$ cat src/pngidat_pkg.sv
// ----------------------------------------------------------------------------
// pngidat_pkg
// Shared constants, types and CRC helpers for the PNG IDAT stored encoder.
// ----------------------------------------------------------------------------
`default_nettype none

package pngidat_pkg;

   localparam int MAX_WIDTH        = 16384;
   localparam int MAX_HEIGHT       = 65535;
   localparam int STORED_BLOCK_MAX = 65535;
   localparam int QUEUE_DEPTH      = 2;

   // raw row length 1 + 6 * MAX_WIDTH fits here
   localparam int RAW_W = $clog2(1 + 6 * MAX_WIDTH + 1);

   localparam logic [31:0] CRC_POLY  = 32'hedb88320;
   localparam logic [31:0] CRC_INIT  = 32'hffffffff;
   localparam logic [16:0] ADLER_MOD = 17'd65521;
   localparam logic [7:0]  ZLIB_CMF  = 8'h78;
   localparam logic [7:0]  ZLIB_FLG  = 8'h01;
   localparam logic [31:0] TYPE_IDAT = 32'h49444154;
   localparam logic [31:0] TYPE_IEND = 32'h49454e44;

   // CSR indexes
   localparam logic REG_PIXEL_WIDTH  = 1'b0;
   localparam logic REG_IMAGE_HEIGHT = 1'b1;

   typedef struct packed {
      logic [15:0] sample;
      logic        start_row;
      logic        first_row;
      logic        final_row;
      logic        end_row;
   } item_type;

   typedef struct packed {
      logic idle;
      logic busy;
   } back_status_type;

   // one entry of the reflected CRC-32 byte table
   function automatic logic [31:0] crc_table_f(input logic [7:0] idx);
      logic [31:0] v;
      v = {24'd0, idx};
      for (int k = 0; k < 8; k++) begin
         v = (v >> 1) ^ (CRC_POLY & {32{v[0]}});
      end
      return v;
   endfunction

   function automatic logic [31:0] crc_byte_f(input logic [31:0] crc, input logic [7:0] b);
      return (crc >> 8) ^ crc_table_f(crc[7:0] ^ b);
   endfunction

   function automatic logic [14:0] clamp_width_f(input logic [14:0] w);
      logic [14:0] r;
      r = w;
      if (w == 15'd0) r = 15'd1;
      else if (32'(w) > 32'(MAX_WIDTH)) r = 15'(MAX_WIDTH);
      return r;
   endfunction

   function automatic logic [15:0] clamp_height_f(input logic [15:0] h);
      logic [15:0] r;
      r = h;
      if (h == 16'd0) r = 16'd1;
      else if (32'(h) > 32'(MAX_HEIGHT)) r = 16'(MAX_HEIGHT);
      return r;
   endfunction

   function automatic logic [RAW_W-1:0] raw_len_f(input logic [14:0] w);
      return RAW_W'(32'(w) * 32'd6 + 32'd1);
   endfunction

endpackage

`default_nettype wire

$ cat src/png_rgb16_idat_stored_encoder.sv
// ----------------------------------------------------------------------------
// png_rgb16_idat_stored_encoder
// 16-bit RGB samples in, PNG IDAT/IEND chunk bytes out (stored deflate).
// ----------------------------------------------------------------------------
//
//  channel | ports                               | beat
//  --------+-------------------------------------+-----------------------------
//  req     | req_push, req_full, req_sample      | one colour sample
//  rsp     | rsp_pop, rsp_empty, rsp_out_byte,   | one stream byte + run/image
//          | rsp_last_of_run, rsp_image_done     | markers
//  csr     | APB: psel/penable/pwrite/paddr/...  | pixel_width @0, height @4
//
// The back sequencer emits one byte per cycle unless its output register stalls
// it, so a mid-row sample gives 2 bytes; a row start adds 9 (length, type,
// filter byte; +2 first row) plus 5 per stored block header, a row end adds 4
// (+4 Adler, +12 IEND on the last row).
// Front and back are parted by a QUEUE_DEPTH-entry FIFO; the output register
// stalls the sequencer only while a byte waits unpopped.
// Synchronous active-high reset; no clearing pass.
// ----------------------------------------------------------------------------
`default_nettype none

module png_rgb16_idat_stored_encoder #(
   parameter int QUEUE_DEPTH = pngidat_pkg::QUEUE_DEPTH
) (
   input  wire         clock,
   input  wire         reset,
   // samples in
   input  wire         req_push,
   output logic        req_full,
   input  wire  [15:0] req_sample,
   // bytes out
   output logic        rsp_empty,
   input  wire         rsp_pop,
   output logic [7:0]  rsp_out_byte,
   output logic        rsp_last_of_run,
   output logic        rsp_image_done,
   // register port
   input  wire         csr_psel,
   input  wire         csr_penable,
   input  wire         csr_pwrite,
   input  wire  [2:0]  csr_paddr,
   input  wire  [31:0] csr_pwdata,
   output logic [31:0] csr_prdata,
   output logic        csr_pready
);

   logic [14:0] pixel_width_ff, pixel_width_in;
   logic [15:0] image_height_ff, image_height_in;
   logic        csr_write;
   logic        reg_sel;

   logic                         q_push, q_full, q_pop, q_valid;
   pngidat_pkg::item_type        push_item, pop_item;
   pngidat_pkg::back_status_type back_status;

   // ---- register port: byte-lane bits of paddr are ignored
   assign csr_pready = 1'b1;
   assign reg_sel    = csr_paddr[2];
   assign csr_write  = csr_psel & csr_penable & csr_pwrite & csr_pready;

   always_comb begin
      pixel_width_in  = pixel_width_ff;
      image_height_in = image_height_ff;
      if (csr_write) begin
         case (reg_sel)
            pngidat_pkg::REG_PIXEL_WIDTH:  pixel_width_in  = csr_pwdata[14:0];
            pngidat_pkg::REG_IMAGE_HEIGHT: image_height_in = csr_pwdata[15:0];
            default: ;
         endcase
      end
   end

   always_comb begin
      case (reg_sel)
         pngidat_pkg::REG_PIXEL_WIDTH:  csr_prdata = {17'd0, pixel_width_ff};
         pngidat_pkg::REG_IMAGE_HEIGHT: csr_prdata = {16'd0, image_height_ff};
         default:                       csr_prdata = 32'd0;
      endcase
   end

   always_ff @(posedge clock) begin
      if (reset) begin
         pixel_width_ff  <= 15'd1;
         image_height_ff <= 16'd1;
      end else begin
         pixel_width_ff  <= pixel_width_in;
         image_height_ff <= image_height_in;
      end
   end

   // ---- front: row bookkeeping and tagging
   pngidat_front u_front (
      .clock      (clock),
      .reset      (reset),
      .req_push   (req_push),
      .req_sample (req_sample),
      .q_full     (q_full),
      .cfg_width  (pixel_width_ff),
      .cfg_height (image_height_ff),
      .q_push     (q_push),
      .q_item     (push_item)
   );

   assign req_full = q_full;

   // ---- decoupling FIFO
   pngidat_queue #(
      .DEPTH (QUEUE_DEPTH)
   ) u_queue (
      .clock     (clock),
      .reset     (reset),
      .push      (q_push),
      .push_item (push_item),
      .full      (q_full),
      .pop       (q_pop),
      .valid     (q_valid),
      .pop_item  (pop_item)
   );

   // ---- back: byte sequencer with CRC and Adler
   pngidat_back u_back (
      .clock           (clock),
      .reset           (reset),
      .cfg_width       (pixel_width_ff),
      .q_valid         (q_valid),
      .q_item          (pop_item),
      .q_pop           (q_pop),
      .rsp_empty       (rsp_empty),
      .rsp_pop         (rsp_pop),
      .rsp_out_byte    (rsp_out_byte),
      .rsp_last_of_run (rsp_last_of_run),
      .rsp_image_done  (rsp_image_done),
      .status          (back_status)
   );

`ifndef SYNTH
   // the image-done byte always closes a run
   a_done_is_last: assert property (@(posedge clock) disable iff (reset)
      (!rsp_empty && rsp_image_done) |-> rsp_last_of_run)
      else $error("image_done without last_of_run");

   // an idle sequencer picks up a queued beat at once
   a_no_stall_idle: assert property (@(posedge clock) disable iff (reset)
      (back_status.idle && q_valid) |=> back_status.busy)
      else $error("sequencer idle with work queued");

   // nothing is shown right after reset
   a_reset_empty: assert property (@(posedge clock)
      reset |=> rsp_empty)
      else $error("result shown after reset");
`endif

endmodule

`default_nettype wire

$ cat src/pngidat_front.sv
// ----------------------------------------------------------------------------
// pngidat_front
// Accepts samples, tracks row position and tags each beat with row flags.
// ----------------------------------------------------------------------------
`default_nettype none

module pngidat_front (
   input  wire                    clock,
   input  wire                    reset,
   input  wire                    req_push,
   input  wire  [15:0]            req_sample,
   input  wire                    q_full,
   input  wire  [14:0]            cfg_width,
   input  wire  [15:0]            cfg_height,
   output logic                   q_push,
   output pngidat_pkg::item_type  q_item
);

   logic [15:0] sample_in_row_ff, sample_in_row_in;
   logic [15:0] row_index_ff, row_index_in;
   logic [14:0] w;
   logic [15:0] h;
   logic [16:0] three_w;
   logic        row_end, row_final;

   assign w         = pngidat_pkg::clamp_width_f(cfg_width);
   assign h         = pngidat_pkg::clamp_height_f(cfg_height);
   assign three_w   = 17'({2'b00, w} * 17'd3);
   assign row_end   = ({1'b0, sample_in_row_ff} + 17'd1) >= three_w;
   assign row_final = ({1'b0, row_index_ff} + 17'd1) >= {1'b0, h};

   assign q_push = req_push & ~q_full;

   always_comb begin
      q_item.sample    = req_sample;
      q_item.start_row = sample_in_row_ff == 16'd0;
      q_item.first_row = row_index_ff == 16'd0;
      q_item.final_row = row_final;
      q_item.end_row   = row_end;
   end

   always_comb begin
      sample_in_row_in = sample_in_row_ff;
      row_index_in     = row_index_ff;
      if (q_push) begin
         if (row_end) begin
            sample_in_row_in = 16'd0;
            row_index_in     = row_final ? 16'd0 : row_index_ff + 16'd1;
         end else begin
            sample_in_row_in = sample_in_row_ff + 16'd1;
         end
      end
   end

   always_ff @(posedge clock) begin
      if (reset) begin
         sample_in_row_ff <= 16'd0;
         row_index_ff     <= 16'd0;
      end else begin
         sample_in_row_ff <= sample_in_row_in;
         row_index_ff     <= row_index_in;
      end
   end

endmodule

`default_nettype wire

$ cat src/pngidat_queue.sv
// ----------------------------------------------------------------------------
// pngidat_queue
// Short FIFO of tagged samples between front and back.
// ----------------------------------------------------------------------------
`default_nettype none

module pngidat_queue #(
   parameter int DEPTH = pngidat_pkg::QUEUE_DEPTH
) (
   input  wire                    clock,
   input  wire                    reset,
   input  wire                    push,
   input  pngidat_pkg::item_type  push_item,
   output logic                   full,
   input  wire                    pop,
   output logic                   valid,
   output pngidat_pkg::item_type  pop_item
);

   localparam int PTR_W = (DEPTH > 1) ? $clog2(DEPTH) : 1;
   localparam int CNT_W = $clog2(DEPTH + 1);

   pngidat_pkg::item_type mem_ff [DEPTH];
   logic [PTR_W-1:0] wr_ptr_ff, wr_ptr_in, rd_ptr_ff, rd_ptr_in;
   logic [CNT_W-1:0] count_ff, count_in;
   logic             do_push, do_pop;

   assign full     = count_ff == CNT_W'(DEPTH);
   assign valid    = count_ff != '0;
   assign pop_item = mem_ff[rd_ptr_ff];
   assign do_push  = push & ~full;
   assign do_pop   = pop & valid;

   always_comb begin
      wr_ptr_in = wr_ptr_ff;
      rd_ptr_in = rd_ptr_ff;
      count_in  = count_ff;
      if (do_push) wr_ptr_in = (wr_ptr_ff == PTR_W'(DEPTH - 1)) ? '0 : wr_ptr_ff + 1'b1;
      if (do_pop)  rd_ptr_in = (rd_ptr_ff == PTR_W'(DEPTH - 1)) ? '0 : rd_ptr_ff + 1'b1;
      if (do_push && !do_pop) count_in = count_ff + 1'b1;
      else if (!do_push && do_pop) count_in = count_ff - 1'b1;
   end

   always_ff @(posedge clock) begin
      if (do_push) mem_ff[wr_ptr_ff] <= push_item;
   end

   always_ff @(posedge clock) begin
      if (reset) begin
         wr_ptr_ff <= '0;
         rd_ptr_ff <= '0;
         count_ff  <= '0;
      end else begin
         wr_ptr_ff <= wr_ptr_in;
         rd_ptr_ff <= rd_ptr_in;
         count_ff  <= count_in;
      end
   end

endmodule

`default_nettype wire

$ cat src/pngidat_back.sv
// ----------------------------------------------------------------------------
// pngidat_back
// Byte sequencer: chunk framing, stored block headers, Adler-32, CRC-32.
// ----------------------------------------------------------------------------
`default_nettype none

module pngidat_back (
   input  wire                           clock,
   input  wire                           reset,
   input  wire  [14:0]                   cfg_width,
   input  wire                           q_valid,
   input  pngidat_pkg::item_type         q_item,
   output logic                          q_pop,
   output logic                          rsp_empty,
   input  wire                           rsp_pop,
   output logic [7:0]                    rsp_out_byte,
   output logic                          rsp_last_of_run,
   output logic                          rsp_image_done,
   output pngidat_pkg::back_status_type  status
);

   typedef enum logic [9:0] {
      ST_IDLE  = 10'b0000000001,
      ST_LEN   = 10'b0000000010,
      ST_TYPE  = 10'b0000000100,
      ST_ZHDR  = 10'b0000001000,
      ST_RAW   = 10'b0000010000,
      ST_ADLER = 10'b0000100000,
      ST_CRC   = 10'b0001000000,
      ST_ILEN  = 10'b0010000000,
      ST_ITYPE = 10'b0100000000,
      ST_ICRC  = 10'b1000000000
   } back_state_type;

   localparam int RW = pngidat_pkg::RAW_W;

   back_state_type        state_ff, state_in;
   pngidat_pkg::item_type cur_ff, cur_in;
   logic [2:0]            cnt_ff, cnt_in;
   logic [1:0]            raw_sel_ff, raw_sel_in;
   logic                  hdr_done_ff, hdr_done_in;
   logic [15:0]           fill_ff, fill_in;
   logic [RW-1:0]         pos_ff, pos_in;
   logic [31:0]           crc_ff, crc_in;
   logic [15:0]           alow_ff, alow_in, ahigh_ff, ahigh_in;
   logic                  out_valid_ff, out_valid_in;
   logic [7:0]            out_byte_ff, out_byte_in;
   logic                  out_last_ff, out_last_in, out_done_ff, out_done_in;

   logic          can_emit, emit, use_crc, crc_start, is_last, img_done, item_end;
   logic [7:0]    byte_v, data_v;
   logic [RW-1:0] raw, left;
   logic [15:0]   blen;
   logic          bfinal;
   logic [31:0]   len32;
   logic [16:0]   lo_sum, lo_n, hi_sum, hi_n, fill_plus;

   function automatic logic [7:0] be_byte_f(input logic [31:0] v, input logic [1:0] i);
      logic [7:0] r;
      case (i)
         2'd0:    r = v[31:24];
         2'd1:    r = v[23:16];
         2'd2:    r = v[15:8];
         default: r = v[7:0];
      endcase
      return r;
   endfunction

   assign raw   = pngidat_pkg::raw_len_f(pngidat_pkg::clamp_width_f(cfg_width));
   assign len32 = 32'(raw) + (cur_ff.first_row ? 32'd2 : 32'd0)
                + ((32'(raw) > 32'(pngidat_pkg::STORED_BLOCK_MAX)) ? 32'd10 : 32'd5)
                + (cur_ff.final_row ? 32'd4 : 32'd0);

   // bytes left in the row; no bytes left still gives LEN 1
   assign left   = (raw > pos_ff) ? raw - pos_ff : RW'(1);
   assign blen   = (32'(left) > 32'(pngidat_pkg::STORED_BLOCK_MAX))
                 ? 16'(pngidat_pkg::STORED_BLOCK_MAX) : 16'(left);
   assign bfinal = cur_ff.final_row && (32'(blen) == 32'(left));

   always_comb begin
      case (raw_sel_ff)
         2'd1:    data_v = cur_ff.sample[15:8];
         2'd2:    data_v = cur_ff.sample[7:0];
         default: data_v = 8'd0;
      endcase
   end

   // Adler sums stay below twice the modulus: one compare and subtract each
   assign lo_sum = {1'b0, alow_ff} + {9'd0, data_v};
   assign lo_n   = (lo_sum >= pngidat_pkg::ADLER_MOD) ? lo_sum - pngidat_pkg::ADLER_MOD : lo_sum;
   assign hi_sum = {1'b0, ahigh_ff} + lo_n;
   assign hi_n   = (hi_sum >= pngidat_pkg::ADLER_MOD) ? hi_sum - pngidat_pkg::ADLER_MOD : hi_sum;
   assign fill_plus = {1'b0, fill_ff} + 17'd1;

   assign can_emit = ~out_valid_ff | rsp_pop;

   always_comb begin
      state_in    = state_ff;
      cur_in      = cur_ff;
      cnt_in      = cnt_ff;
      raw_sel_in  = raw_sel_ff;
      hdr_done_in = hdr_done_ff;
      fill_in     = fill_ff;
      pos_in      = pos_ff;
      alow_in     = alow_ff;
      ahigh_in    = ahigh_ff;
      q_pop       = 1'b0;
      emit        = 1'b0;
      use_crc     = 1'b0;
      crc_start   = 1'b0;
      is_last     = 1'b0;
      img_done    = 1'b0;
      item_end    = 1'b0;
      byte_v      = 8'd0;

      case (state_ff)
         ST_IDLE: begin
            item_end = 1'b1;
         end
         ST_LEN: begin
            if (can_emit) begin
               emit   = 1'b1;
               byte_v = be_byte_f(len32, cnt_ff[1:0]);
               cnt_in = cnt_ff + 3'd1;
               if (cnt_ff == 3'd3) begin
                  state_in = ST_TYPE;
                  cnt_in   = 3'd0;
               end
            end
         end
         ST_TYPE: begin
            if (can_emit) begin
               emit      = 1'b1;
               use_crc   = 1'b1;
               crc_start = cnt_ff == 3'd0;
               byte_v    = be_byte_f(pngidat_pkg::TYPE_IDAT, cnt_ff[1:0]);
               cnt_in    = cnt_ff + 3'd1;
               if (cnt_ff == 3'd3) begin
                  state_in = cur_ff.first_row ? ST_ZHDR : ST_RAW;
                  cnt_in   = 3'd0;
               end
            end
         end
         ST_ZHDR: begin
            if (can_emit) begin
               emit    = 1'b1;
               use_crc = 1'b1;
               byte_v  = (cnt_ff == 3'd0) ? pngidat_pkg::ZLIB_CMF : pngidat_pkg::ZLIB_FLG;
               cnt_in  = cnt_ff + 3'd1;
               if (cnt_ff == 3'd1) begin
                  state_in = ST_RAW;
                  cnt_in   = 3'd0;
               end
            end
         end
         ST_RAW: begin
            if (can_emit) begin
               emit    = 1'b1;
               use_crc = 1'b1;
               if (fill_ff == 16'd0 && !hdr_done_ff) begin
                  // stored block header: BFINAL, LEN, NLEN
                  case (cnt_ff)
                     3'd0:    byte_v = {7'd0, bfinal};
                     3'd1:    byte_v = blen[7:0];
                     3'd2:    byte_v = blen[15:8];
                     3'd3:    byte_v = ~blen[7:0];
                     default: byte_v = ~blen[15:8];
                  endcase
                  cnt_in = cnt_ff + 3'd1;
                  if (cnt_ff == 3'd4) begin
                     hdr_done_in = 1'b1;
                     cnt_in      = 3'd0;
                  end
               end else begin
                  byte_v      = data_v;
                  alow_in     = lo_n[15:0];
                  ahigh_in    = hi_n[15:0];
                  pos_in      = pos_ff + RW'(1);
                  fill_in     = (fill_plus >= 17'(pngidat_pkg::STORED_BLOCK_MAX))
                              ? 16'd0 : fill_plus[15:0];
                  hdr_done_in = 1'b0;
                  case (raw_sel_ff)
                     2'd0: raw_sel_in = 2'd1;
                     2'd1: raw_sel_in = 2'd2;
                     default: begin
                        if (cur_ff.end_row) begin
                           fill_in  = 16'd0;
                           pos_in   = '0;
                           state_in = cur_ff.final_row ? ST_ADLER : ST_CRC;
                           cnt_in   = 3'd0;
                        end else begin
                           is_last  = 1'b1;
                           item_end = 1'b1;
                        end
                     end
                  endcase
               end
            end
         end
         ST_ADLER: begin
            if (can_emit) begin
               emit    = 1'b1;
               use_crc = 1'b1;
               byte_v  = be_byte_f({ahigh_ff, alow_ff}, cnt_ff[1:0]);
               cnt_in  = cnt_ff + 3'd1;
               if (cnt_ff == 3'd3) begin
                  state_in = ST_CRC;
                  cnt_in   = 3'd0;
               end
            end
         end
         ST_CRC: begin
            if (can_emit) begin
               emit   = 1'b1;
               byte_v = be_byte_f(crc_ff ^ pngidat_pkg::CRC_INIT, cnt_ff[1:0]);
               cnt_in = cnt_ff + 3'd1;
               if (cnt_ff == 3'd3) begin
                  cnt_in = 3'd0;
                  if (cur_ff.final_row) begin
                     state_in = ST_ILEN;
                  end else begin
                     is_last  = 1'b1;
                     item_end = 1'b1;
                  end
               end
            end
         end
         ST_ILEN: begin
            if (can_emit) begin
               emit   = 1'b1;
               byte_v = 8'd0;
               cnt_in = cnt_ff + 3'd1;
               if (cnt_ff == 3'd3) begin
                  state_in = ST_ITYPE;
                  cnt_in   = 3'd0;
               end
            end
         end
         ST_ITYPE: begin
            if (can_emit) begin
               emit      = 1'b1;
               use_crc   = 1'b1;
               crc_start = cnt_ff == 3'd0;
               byte_v    = be_byte_f(pngidat_pkg::TYPE_IEND, cnt_ff[1:0]);
               cnt_in    = cnt_ff + 3'd1;
               if (cnt_ff == 3'd3) begin
                  state_in = ST_ICRC;
                  cnt_in   = 3'd0;
               end
            end
         end
         ST_ICRC: begin
            if (can_emit) begin
               emit   = 1'b1;
               byte_v = be_byte_f(crc_ff ^ pngidat_pkg::CRC_INIT, cnt_ff[1:0]);
               cnt_in = cnt_ff + 3'd1;
               if (cnt_ff == 3'd3) begin
                  cnt_in   = 3'd0;
                  is_last  = 1'b1;
                  img_done = 1'b1;
                  item_end = 1'b1;
                  alow_in  = 16'd1;
                  ahigh_in = 16'd0;
               end
            end
         end
         default: begin
            state_in = ST_IDLE;
         end
      endcase

      // next beat starts straight away when one is queued
      if (item_end) begin
         if (q_valid) begin
            q_pop       = 1'b1;
            cur_in      = q_item;
            state_in    = q_item.start_row ? ST_LEN : ST_RAW;
            raw_sel_in  = q_item.start_row ? 2'd0 : 2'd1;
            cnt_in      = 3'd0;
            hdr_done_in = 1'b0;
         end else begin
            state_in = ST_IDLE;
         end
      end
   end

   always_comb begin
      crc_in = crc_ff;
      if (use_crc)
         crc_in = pngidat_pkg::crc_byte_f(crc_start ? pngidat_pkg::CRC_INIT : crc_ff, byte_v);
   end

   always_comb begin
      out_valid_in = out_valid_ff;
      out_byte_in  = out_byte_ff;
      out_last_in  = out_last_ff;
      out_done_in  = out_done_ff;
      if (emit) begin
         out_valid_in = 1'b1;
         out_byte_in  = byte_v;
         out_last_in  = is_last;
         out_done_in  = img_done;
      end else if (rsp_pop) begin
         out_valid_in = 1'b0;
      end
   end

   always_ff @(posedge clock) begin
      if (reset) begin
         state_ff     <= ST_IDLE;
         cnt_ff       <= 3'd0;
         raw_sel_ff   <= 2'd0;
         hdr_done_ff  <= 1'b0;
         fill_ff      <= 16'd0;
         pos_ff       <= '0;
         crc_ff       <= pngidat_pkg::CRC_INIT;
         alow_ff      <= 16'd1;
         ahigh_ff     <= 16'd0;
         out_valid_ff <= 1'b0;
      end else begin
         state_ff     <= state_in;
         cnt_ff       <= cnt_in;
         raw_sel_ff   <= raw_sel_in;
         hdr_done_ff  <= hdr_done_in;
         fill_ff      <= fill_in;
         pos_ff       <= pos_in;
         crc_ff       <= crc_in;
         alow_ff      <= alow_in;
         ahigh_ff     <= ahigh_in;
         out_valid_ff <= out_valid_in;
      end
   end

   always_ff @(posedge clock) begin
      cur_ff      <= cur_in;
      out_byte_ff <= out_byte_in;
      out_last_ff <= out_last_in;
      out_done_ff <= out_done_in;
   end

   assign rsp_empty       = ~out_valid_ff;
   assign rsp_out_byte    = out_byte_ff;
   assign rsp_last_of_run = out_last_ff;
   assign rsp_image_done  = out_done_ff;
   assign status.idle     = state_ff == ST_IDLE;
   assign status.busy     = state_ff != ST_IDLE;

endmodule

`default_nettype wire
$ cat config.mk
export PLATFORM = sky130hd
export DESIGN_NAME = png_rgb16_idat_stored_encoder
export DESIGN_NICKNAME = d
export VERILOG_FILES = /design/src/pngidat_pkg.sv /design/src/png_rgb16_idat_stored_encoder.sv /design/src/pngidat_front.sv /design/src/pngidat_queue.sv /design/src/pngidat_back.sv
export SDC_FILE = /design/constraint.sdc
export NUM_CORES = 1
export LEC_CHECK = 0
export ABC_AREA = 0
export BUFFER_PORTS_ARGS = -buffer_cell sky130_fd_sc_hd__buf_4
export CORE_UTILIZATION = 30
export CTS_BUF_LIST = sky130_fd_sc_hd__clkbuf_16
export DETAILED_ROUTE_END_ITERATION = 6
export PLACE_DENSITY = 0.55
export SLEW_MARGIN = 20
export SYNTH_ARGS = -nofsm -noshare
export SYNTH_HDL_FRONTEND = slang
export SYNTH_SLANG_ARGS = --single-unit
$ cat constraint.sdc
create_clock -name clock -period 13.7 [get_ports clock]
set_input_delay 0.685 -clock clock [delete_from_list [all_inputs] [get_ports clock]]
set_output_delay 0.685 -clock clock [all_outputs]
set_load 0.02 [all_outputs]
# After elaboration in Yosys (flattened, before gate mapping)
# Memories as Yosys holds them, arrays and structs flattened. A register that Yosys moved wholly into a read port is not among the register bits.
# Cells that the tools add are included.
# classes
add_sub_neg	20
mul	2
magnitude_cmp	9
eq_ne	44
muxes	124
bitwise	23
n_reduce_logical	33
# ops
cell	n
16-bit two-way mux	16
31-bit by 32-bit XOR with 32-bit output	7
10-bit two-way mux	21
10-bit case mux with 9 select lines	1
8-bit case mux with 3 select lines	3
17-bit two-way mux	4
32-bit adder	2
16-bit logical NOT	4
8-bit two-way mux	8
16-bit case mux with 2 select lines	2
32-bit case mux with 2 select lines	1
8-bit case mux with 7 select lines	1
16-bit by 1-bit adder with 17-bit output, second input constant	3
17-bit by 16-bit >= comparator with 1-bit output, second input constant	3
3-bit by 1-bit != test with 1-bit output, second input constant	17
3-bit two-way mux	12
17-bit by 1-bit adder with 17-bit output, second input constant	2
17-bit by 16-bit > comparator with 1-bit output, second input constant	2
16-bit by 1-bit adder with 16-bit output, second input constant	2
17-bit by 32-bit adder with 32-bit output	1
32-bit two-way mux	1
32-bit NOT	1
8-bit case mux with 4 select lines	1
24-bit by 32-bit XOR with 32-bit output	1
other kinds (67)	139
# totals
reg_bits	210
ram_bits	40
inputBits	58
output_inout_bits	45
word_cells	280
mem_count	1
# memory_table
memory	depth	width	read_ports	rd_clocked_by_memory_dff	write_ports	line_no	rtl
u_queue.mem_ff	2	20	1	1	1	pngidat_queue.sv:23	pngidat_pkg::item_type mem_ff [DEPTH];

# Depth between registers and ports, before layout
# logic_depth
depth_word	25
mapped_depth	37
mapped_depth_nobuf	35

# By module
# Synthesis repeated with hierarchy kept, for this count alone.
# unflattened
cells_unflattened	2501
hier_area_um2	20344.5
# modules_own_cells
module	instances	cells_per_inst	area_per_inst_um2	seq_area_each_um2
pngidat_back	1	1754	13177.6	3153.0
pngidat_front	1	502	3865.0	640.6
pngidat_queue	1	87	1656.6	1301.2
png_rgb16_idat_stored_encoder	1	158	1645.3	620.6

# Worst setup path before layout
# No wires, ideal clock.
# synth_timing
path_kind	register to register
start	register u_back.raw_sel_ff[1]
end	register u_back.ahigh_ff[12]
setup_ns	0.062
arrival_time_ns	7.753
required_ns	13.638
slack_ns	5.885
stages_incl_launch_ff	35
n_path_buf	2
period_less_slack_ns	7.815
cell_sequence	dfxtp_1 inv_1 ha_1 clkbuf_1 a22o_1 nand2_1 inv_1 ha_1 a21o_1 a21oi_1 o21ai_0 a21oi_1 o21ai_0 a41oi_1 xnor2_1 nor3b_1 o2111ai_1 o21ai_0 clkbuf_1 nand3_1 xor2_1 ha_1 nor2b_1 o21ai_0 a21oi_1 o21ai_0 a21oi_1 nand3b_1 a21o_1 a2111oi_0 and4b_1 and4_1 a21oi_1 or4_1 nand3_1
# synth_via
elab_chain_cells	11
elab_cells_between_ends	14
cone_classes	add/sub (4); order compare (2); eq/ne (2); mux (6)
# synth_lines
element	line_no	rtl
start: declaration	pngidat_back.sv:40	logic [1:0] raw_sel_ff, raw_sel_in;
start signal: assignment	pngidat_back.sv:323	raw_sel_ff <= raw_sel_in;
2-bit equality test / 2-bit by 1-bit equality test with 1-bit output (equally long branches)	pngidat_back.sv:81	case (raw_sel_ff)
8-bit case mux with 2 select lines (*)	pngidat_back.sv:81	
16-bit by 8-bit adder with 17-bit output (*)	pngidat_back.sv:89	assign lo_sum = {1'b0, alow_ff} + {9'd0, data_v};
17-bit by 16-bit subtractor with 17-bit output / 17-bit by 16-bit >= comparator with 1-bit output (equally long branches)	pngidat_back.sv:90	assign lo_n = (lo_sum >= pngidat_pkg::ADLER_MOD) ? lo_sum - pngidat_pkg::ADLER_MOD : lo_sum;
17-bit two-way mux (*)	pngidat_back.sv:90	
16-bit by 17-bit adder with 17-bit output (*)	pngidat_back.sv:91	assign hi_sum = {1'b0, ahigh_ff} + lo_n;
16-bit subtractor / 17-bit by 16-bit >= comparator with 1-bit output (equally long branches)	pngidat_back.sv:92	assign hi_n = (hi_sum >= pngidat_pkg::ADLER_MOD) ? hi_sum - pngidat_pkg::ADLER_MOD : hi_sum;
16-bit two-way mux (*)	pngidat_back.sv:92	
16-bit two-way mux (*)	pngidat_back.sv:160	if (fill_ff == 16'd0 && !hdr_done_ff) begin
16-bit two-way mux (*)	pngidat_back.sv:157	if (can_emit) begin
16-bit case mux with 2 select lines (*)	pngidat_back.sv:116	case (state_ff)
end signal: assignment	pngidat_back.sv:329	ahigh_ff <= ahigh_in;
end: declaration	pngidat_back.sv:45	logic [15:0] alow_ff, alow_in, ahigh_ff, ahigh_in;
# Every way passes the cells marked *; elsewhere a longest branch is shown, timed or not. The select of a mux whose other input is x is not followed.
# A chain may end at the register's enable or synchronous reset.

# Final worst setup path
# layout_timing
start	register u_back.raw_sel_ff[1]
end	register u_back.ahigh_ff[0]
# Same word-level chain as after synthesis.

==> impl_results.md <==
* Synthesis-stage register bit count at about 250
* IO Port Bufs at 67
* Area growth from synthesis to final layout at 11.6%
* Slew Limit Fails at 0
* Sw Pwr at around 690 uW
* Dpl cell area at approximately 20000 um2
* Final HPWL DP at roughly 46000 um
* Register area at 5720 um2
* Area of the multi-input gates at about 13000 um2
* Total negative slack at 0 ns
* Cell Rows at about 90
* Die Wd at approximately 260 um
* Synth warnings at 0
* CTS H-Tree Depth at 1
* N_diodes at 0
* Max incr delay on CP at between 0.7 and 0.8 ns
* Dpl cells at ~3200
* Worst-skew pair later-pin latency at around 0.60 ns
* Synth Area in XOR/XNOR at 0.0850
* Initial antenna violation count at 0
* Worst hold path type: in2reg
* Post-Synth Simple-Gate Area at 0.249
* Detail Route Antenna Nets at 0
* Clock Skew at between 0.02 and 0.025 ns
* Commonest non-fill, non-tap cell in the layout: nand2_1
* Status: finished clean
* PwrDens at approximately 100 nW/um2
* Final hold violations at 0
* WP data arrival at 9.62 ns
* CTS tree: yes
* Compound-Gate Fraction of Synth Area at 0.202
* Required @ worst endpoint at approximately 14 ns
* Clk pwr share at 0.383
* Share of cells above drive strength 1 at 0.0932
* Die Span Y at approximately 260 um
* CP Capture Type: register
* Vias in the first global route at 17200
* Peak VDD IR at ~74 uV
* Post-synth EDFFs at 69
* I/O pin count at roughly 100
* PnR worst setup slack at 4.52 ns
* Final core utilization at 0.340
* Wire per inst at between 15 and 20 um
* Sequential power share at 0.402
* First-pass GRT wire length at between 90000 and 100000 um
* CP Class: reg2reg
* P_int at 1.50 mW
* Synth unique cells at ~110
* Sw Share at 0.315
* Rel. slew slack at 0.311
* Synth Area per Inst at 8.01 um2
* # nets final at ~2600
* CP most frequent cell: o21ai_0
* DRT Wirelength at between 60000 and 70000 um
* Worst-path fanout max at 12
* Cts repair resizes at 0
* Starting Density at 0.305
* CTS clock-pin slew for the worst setup and hold paths at 0.06 ns
* Worst path slowest cell: a41oi_1
* Longest Clk Path Bufs at 3
* Non-Filler Instances at between 3000 and 4000
* Gr ovfl total at 0
* Register area share after synthesis at 0.296
* Ys async rst share at 0
* RSZ-0062 raised after global routing: no
* Most used DFF post-synth: dfxtp_1
* CTS Buf Count at 31
* Gpl congestion at about 0.9
* Comb pwr share at 0.215
* Largest family of logic cells by synthesized area: simple AND/OR/NAND/NOR gates
* GR Util All Layers at 0.180
* Clock sinks at approximately 250
* Via count at about 18000
* Final setup violation count at 0
* Mux contribution to synthesized area at 0.0290
* Filler cells at approximately 6700
* Pin count of the biggest net entering global routing at 66
* Dpl ws at ~4.7 ns
* Non-Filler Cell Area, Final at 21500 um2
* Max-Cap Viols at 0
* Commonest cells after routing, fill and taps aside: 246 x nand2_1, 233 x nor2_1, 182 x dfxtp_1
* Slew @ Worst Pin at ~1 ns
* Number of hold buffers added after CTS at 0
* Pre-antenna DRT Iters at 6
* Leak at around 8.4 nW
* Fin crit period at between 9 and 10 ns
* Setup Fix Bufs, Post-CTS at 0
* Residual DRC at 0
* DR iter-0 viols at 1391
* CORE AREA at about 63000 um2
* Vias per cell at about 5.5
* Mapped cell area at roughly 19000 um2
* Tcrit/Tclk final at 0.670
* Die ar. at ~65000 um2
* Synth Area in Adders at 0.0792
* Root Driver: clkbuf_16
* Fmax achieved at between 100 and 150 MHz
* Worst Setup Start Kind: register
* Post-Syn Instances at between 2000 and 2500
==> cell families after synthesis <==
| group | Yosys count |
|---|---|
| AO/OA/AOI/OAI | 584 |
| buffers and inverters | 274 |
| adder cells (fa/ha/maj) | 118 |
| XOR/XNOR | 161 |
| AND/OR/NAND/NOR | 967 |
| flip-flops | 251 |
| other | 2 |
| multiplexers | 52 |
==> final timing paths <==
kind                        startpoint               endpoint  slack (ns)  depth (start not counted)
setup / recovery  u_back.raw_sel_ff[1]     u_back.ahigh_ff[0]        4.52                         35
hold / removal          req_sample[14]  u_queue.mem_ff[1][18]        0.27                          1
setup reg to reg  u_back.raw_sel_ff[1]     u_back.ahigh_ff[0]        4.52                         35
hold reg to reg    image_height_ff[11]    image_height_ff[11]        0.49                          2
==> cells in the mapped netlist, types with 17 or more instances <==
cell type | instances | area (um2)
nand3_1 | 114 | 571
o211ai_1 | 35 | 263
a22oi_1 | 24 | 180
nor3_1 | 75 | 375
or3_1 | 17 | 106
clkbuf_1 | 94 | 353
a31oi_1 | 29 | 181
mux2i_1 | 21 | 210
xor2_1 | 50 | 438
ha_1 | 111 | 1390
nor2b_1 | 30 | 188
nor4_1 | 31 | 194
a211oi_1 | 17 | 128
nand3b_1 | 17 | 128
o21ai_0 | 102 | 510
xnor2_1 | 93 | 815
mux2_2 | 31 | 349
inv_1 | 131 | 492
a21oi_1 | 151 | 756
and3_1 | 44 | 275
nand2_1 | 246 | 923
nand2b_1 | 23 | 144
nand4_1 | 42 | 263
buf_4 | 18 | 135
edfxtp_1 | 69 | 2070
nor2_1 | 236 | 886
a21o_1 | 33 | 248
dfxtp_1 | 182 | 3640
o21a_1 | 21 | 158
==> worst max-delay path, delay by kind of cell, from the launching register on <==
kind	cells	cell delay (ns)
flip-flops	1	0.35
buffers and inverters	4	0.40
AO/OA/AOI/OAI	18	5.10
XOR/XNOR	3	0.66
AND/OR/NAND/NOR	6	1.31
adder cells (fa/ha/maj)	4	1.18
==> per-stage QoR <==
stage	power, mW	hold slack [ns]
floorplan	1.22	0.449
global placement	1.35	0.468
detailed placement	1.36	0.476
CTS	2.21	0.245
global route	2.30	0.252
finish	2.19	0.268
==> state kept, by name, summed over array words and instances (netlist names), 2 cells and up, named ones only <==
register and flops:
u_back.crc_ff 32, u_back.alow_ff 16, u_back.state_ff 10, u_front.row_index_ff 16, u_back.pos_ff 17, pixel_width_ff 15
u_back.ahigh_ff 16, u_queue.mem_ff 40, u_back.rsp_out_byte 8, image_height_ff 16, u_queue.count_ff 2, u_back.raw_sel_ff 2
u_back.cnt_ff 3, u_back.fill_ff 16, u_front.sample_in_row_ff 16, u_back.cur_ff 19
==> layout make-up <==
class / count / area share
multi-input cells: 1899 / 0.582
flip-flops and latches: 251 / 0.265
well taps: 846 / 0.0491
clock buffers: 31 / 0.0360
repair buffers: 92 / 0.0321
inverters: 136 / 0.0237
clock inverters: 26 / 0.0116
==> power by group through the flow <==
stage	Sequential (mW)	Clock (mW)	Combinational (mW)
after floorplan	0.881	0	0.337
after global placement	0.893	0	0.459
after detailed placement	0.895	0	0.467
after CTS	0.879	0.859	0.470
after global routing	0.885	0.893	0.517
final	0.879	0.839	0.471
==> routing by layer <==
metal  part of all wire  wire [um]  track usage
met5                  0          0            0
met4              0.023       1370       0.0447
met3              0.058       3540       0.0229
met2               0.47      28600        0.306
met1               0.45      27300        0.241
No activity file was read; power rests on OpenSTA's default activity.
